===== config.mk =====
export PLATFORM = sky130hd
export DESIGN_NAME = bpa_ram
export DESIGN_NICKNAME = d
export VERILOG_FILES = /design/src/rtl/bpa_ram.sv
export SDC_FILE = /design/constraint.sdc
export NUM_CORES = 2
export LEC_CHECK = 0
export BUFFER_PORTS_ARGS = -buffer_cell sky130_fd_sc_hd__buf_2
export CORE_MARGIN = 4
export CORE_UTILIZATION = 55
export DETAILED_ROUTE_END_ITERATION = 6
export PLACE_DENSITY = 0.71
export RECOVER_POWER = 100
export SYNTH_ARGS = -nofsm -noshare
export SYNTH_HDL_FRONTEND = slang
export SYNTH_SLANG_ARGS = --single-unit

===== constraint.sdc =====
create_clock -name i_clk -period 4.4 [get_ports i_clk]
set_input_delay 0.66 -clock i_clk [delete_from_list [all_inputs] [get_ports i_clk]]
set_output_delay 0.66 -clock i_clk [all_outputs]
set_load 0.02 [all_outputs]

===== src/rtl/bpa_ram.sv =====
// Generic single-write, single-read RAM with a registered read port.
`timescale 1ns / 1ps
module bpa_ram #(
    parameter int WIDTH = 32,
    parameter int DEPTH = 128
) (
    input  logic                     i_clk,
    input  logic                     i_wr_en,
    input  logic [$clog2(DEPTH)-1:0] i_wr_addr,
    input  logic [WIDTH-1:0]         i_wr_data,
    input  logic                     i_rd_en,
    input  logic [$clog2(DEPTH)-1:0] i_rd_addr,
    output logic [WIDTH-1:0]         o_rd_data
);

    logic [WIDTH-1:0] r_mem [DEPTH];
    logic [WIDTH-1:0] r_rd_data;

    always_ff @(posedge i_clk) begin
        if (i_wr_en) begin
            r_mem[i_wr_addr] <= i_wr_data;
        end
        if (i_rd_en) begin
            r_rd_data <= r_mem[i_rd_addr];
        end
    end

    assign o_rd_data = r_rd_data;

endmodule


==> run summary <==
RUN STATUS
--------------------------------------------------------------------------------------------------------
Run status                                                                                  complete, but fails checks
Failing checks                                                                              capacitance limit, slew limit

ROUTE
--------------------------------------------------------------------------------------------------------
Average wire per cell in the routed design                                                       39.4 um
Antenna-violating nets left                                                                            0
Residual DRC                                                                                           0
Vias per cell                                                                                       6.90
Number of DRC violations after detailed-routing iteration 0                                        12900
Routed vias                                                                                        73400
Total wire length                                                                              419000 um
Detailed Routing Iterations Pass 1                                                                     5

LOGIC SYNTHESIS
--------------------------------------------------------------------------------------------------------
Top FF cell, synth                                                                              edfxtp_1
Share of the yosys chip area belonging to registers                                                0.792
Cell area after technology mapping                                                            157000 um2
Most common cell in the netlist                                                                 edfxtp_1
Top cells by instance count after synthesis                                                 edfxtp_1, mux4_2, clkbuf_1
Post-synth EDFFs                                                                                    4128
Compound-gate portion of the synthesized area                                                          0
Post-synthesis sequential element count                                                             4128
Mux contribution to synthesized area                                                               0.196
Simple-gate portion of the synthesized area                                                      0.00445
Async set or reset register ratio after synthesis                                                      0
Dominant cells by area after synthesis                                                      edfxtp_1, mux4_2, clkbuf_1, nor2_1, buf_2
Share of the synthesized area in the top cell type                                                 0.792
Number of warning messages in the yosys log                                                            0
Adder and majority gate portion of the synthesized area                                                0
Synth cell types                                                                                      16
Total nets after synthesis                                                                          6039
Largest family of logic cells by synthesized area                                           multiplexers
Parity-gate share of the synthesized area counting xor and xnor cells                                  0
Post-synth top area cell                                                                        edfxtp_1
Syn_area_per_cell                                                                               26.1 um2
Gate Count Post-Synth                                                                               5990

STA
--------------------------------------------------------------------------------------------------------
Total Negative Setup Slacks                                                                         0 ps
Max Transition Viols Final                                                                          4093
Count of final setup violators                                                                         0
Achievable clock frequency                                                                       249 MHz
Relative slew slack                                                                                -1.75
Setup Skew                                                                                       94.9 ps
Part of the cycle the worst path needs                                                             0.912
Shortest clock period the worst path allows after layout                                         4010 ps
Hold violation total from the final report                                                             0
Fin Hold WS                                                                                       458 ps
Setup repair after global routing missed its margin                                                   no
Transition time of the tightest slew-check pin                                                   4120 ps

PLACEMENT
--------------------------------------------------------------------------------------------------------
Total of buffers placed on input and output ports                                                     80
Final HPWL from detailed placement                                                             237000 um
Routability cong.                                                                                  0.839
Instance count after placement with tap cells included                                              9898

HOLD PATH
--------------------------------------------------------------------------------------------------------
Worst min-delay path class                                                                     in -> reg
Worst hold path startpoint                                                                  i_wr_data[12]

SETUP PATH
--------------------------------------------------------------------------------------------------------
Data arrival time of the critical path                                                           4450 ps
Largest fanout of any net on the critical path                                                        30
Timing startpoint of the critical path                                                           i_rd_en
Worst Path Class, Setup                                                                        in -> reg
Launch instance of the worst register-to-register path                                      r_mem[45][0]
CP startpoint kind                                                                            input port
Required time of the critical path                                                               4840 ps
Critical Path End Type                                                                         flip-flop

CLOCKING
--------------------------------------------------------------------------------------------------------
Count of instances resized after the clock tree is built                                               0
CTS root buffer                                                                                clkbuf_16
CTS Hold Buffers Added                                                                                 1
Number of H-tree branching levels                                                                      5
Post-CTS clock slew at the launch and capture registers of the worst setup and hold paths          60 ps
Number of sinks handled by clock tree synthesis                                                     4128
Buffer count from post-CTS setup fixing                                                                0
CTS Buffer Depth                                                                                       4
Clock buffer count from CTS                                                                          395
Skew-Pair Late Insertion Delay                                                                    970 ps
TritonCTS clock tree                                                                                 yes

GLOBAL ROUTE
--------------------------------------------------------------------------------------------------------
Global-route wire length before repair                                                         584000 um
Total GRT Usage                                                                                    0.288
Largest net degree at the start of global routing                                                     98
Number of antenna violations at the first check in global routing                                     74
Via count of the first global-routing pass                                                         73000
Remaining global-route overflow                                                                        0

FLOORPLANNING
--------------------------------------------------------------------------------------------------------
Number of top-level pins                                                                              81
Die width                                                                                         542 um
Floorplan die area                                                                            293000 um2
Core Region                                                                                   283000 um2
Initial core utilization                                                                           0.554
Height of the die                                                                                 542 um
Number of rows created at floorplan                                                                  195

POWER
--------------------------------------------------------------------------------------------------------
Sw Share                                                                                           0.213
Sequential share of power                                                                          0.537
Static Leakage                                                                                   54.3 nW
Internal Pwr Total                                                                               63.9 mW
Clk pwr share                                                                                      0.408
Net switching power figure                                                                       17.3 mW
Worst IR Drop VDD                                                                             0.000375 V
Power density over cell area                                                                  459 nW/um2
Relative contribution of combinational cells to total power                                        0.054

LAYOUT
--------------------------------------------------------------------------------------------------------
Final core utilization                                                                             0.626
Area growth from synthesis to layout                                                               13.1%
Final nets                                                                                          6602
Fill cell count                                                                                    17900
Proportion of layout cells with a drive suffix above 1                                             0.343
Number of non-filler instances in the completed layout                                             10600

FLOW RUN
--------------------------------------------------------------------------------------------------------
Maximum capacitance violations                                                                        84

==> critical path, stage by stage <==
cell and delay [ps]:
dlygate4sd3_1 540, clkbuf_1 240, clkbuf_1 2900
==> logic make-up (layout without fill, tap and decap cells) <==
family / Yosys count / count (layout)
DFF: 4128 / 4128
other: 0 / 33
and+or+nand+nor: 170 / 170
buffers and inverters: 316 / 1192
muxes: 1376 / 1376
==> layout by cell type (no fill, tap or decap), types with 7 or more instances in the layout <==
cell        netlist  routed
clkinv_16         0       7
clkbuf_16         0     400
nor3_1            9       8
clkbuf_2          0      95
clkinv_1          0      94
nand3_1          12      12
nor2_1          122      30
clkbuf_1        182     209
mux4_2         1344    1344
nand2_1          14      14
nor2_4            0      90
buf_4             3     175
buf_12            0      71
clkinvlp_4        0       7
nor2b_1           7       7
mux2_2           32      32
bufinv_16         0      35
edfxtp_1       4128    4128
inv_6             0       8
clkinv_2          0      69
diode_2           0      33
==> cell type report <==
type                       count  area (um2)  area share
multi-input combinational   1546       32000       0.181
clock inverter               231        2260      0.0128
tap                         3743        4680      0.0264
timing repair buffer         482        3800      0.0215
antenna                       33        82.6    0.000466
clock buffer                 479       10300      0.0582
sequential                  4128      124000       0.700
==> power by group through the flow <==
| stage | Combinational [mW] | Clock [mW] | Sequential [mW] |
|---|---|---|---|
| final | 4.42 | 33.2 | 43.7 |
| after global routing | 4.57 | 35.3 | 43.7 |
| after CTS | 4.46 | 33.5 | 43.6 |
| after detailed placement | 4.43 | 0 | 44.4 |
| after floorplan | 2.10 | 0 | 44.4 |
| after global placement | 4.34 | 0 | 44.4 |
==> metal layers <==
layer / global-route usage / vias to the layer above / part of all wire
met1: 0.408 / 39700 / 0.36
met5: 0 / - / 0.00058
li1: - / 27600 / -
met4: 0.103 / 40 / 0.043
met2: 0.441 / 5329 / 0.47
met3: 0.0764 / 839 / 0.13
==> path summary, 6_finish.rpt <==
path	depth (start not counted)	to	slack (ps)
setup reg to reg	4	o_rd_data[0]	1500
setup / recovery	3	o_rd_data[15]	390
hold / removal	1	r_mem[6][12]	460
hold reg to reg	4	o_rd_data[22]	1220
==> registers in the layout, indices dropped and copies added, names as in the netlist <==
register / cells
r_mem: 4096
o_rd_data: 32
==> stage by stage <==
stage | worst slack, ps | power (mW) | area (um2)
floorplan | 501 | 46.5 | 157000
detailed placement | 152 | 48.9 | 165000
global placement | 145 | 48.8 | 165000
global route | 542 | 83.5 | 177000
CTS | 1170 | 81.6 | 178000
finish | 388 | 81.3 | 177000
Power figures use the tool's default switching activity.
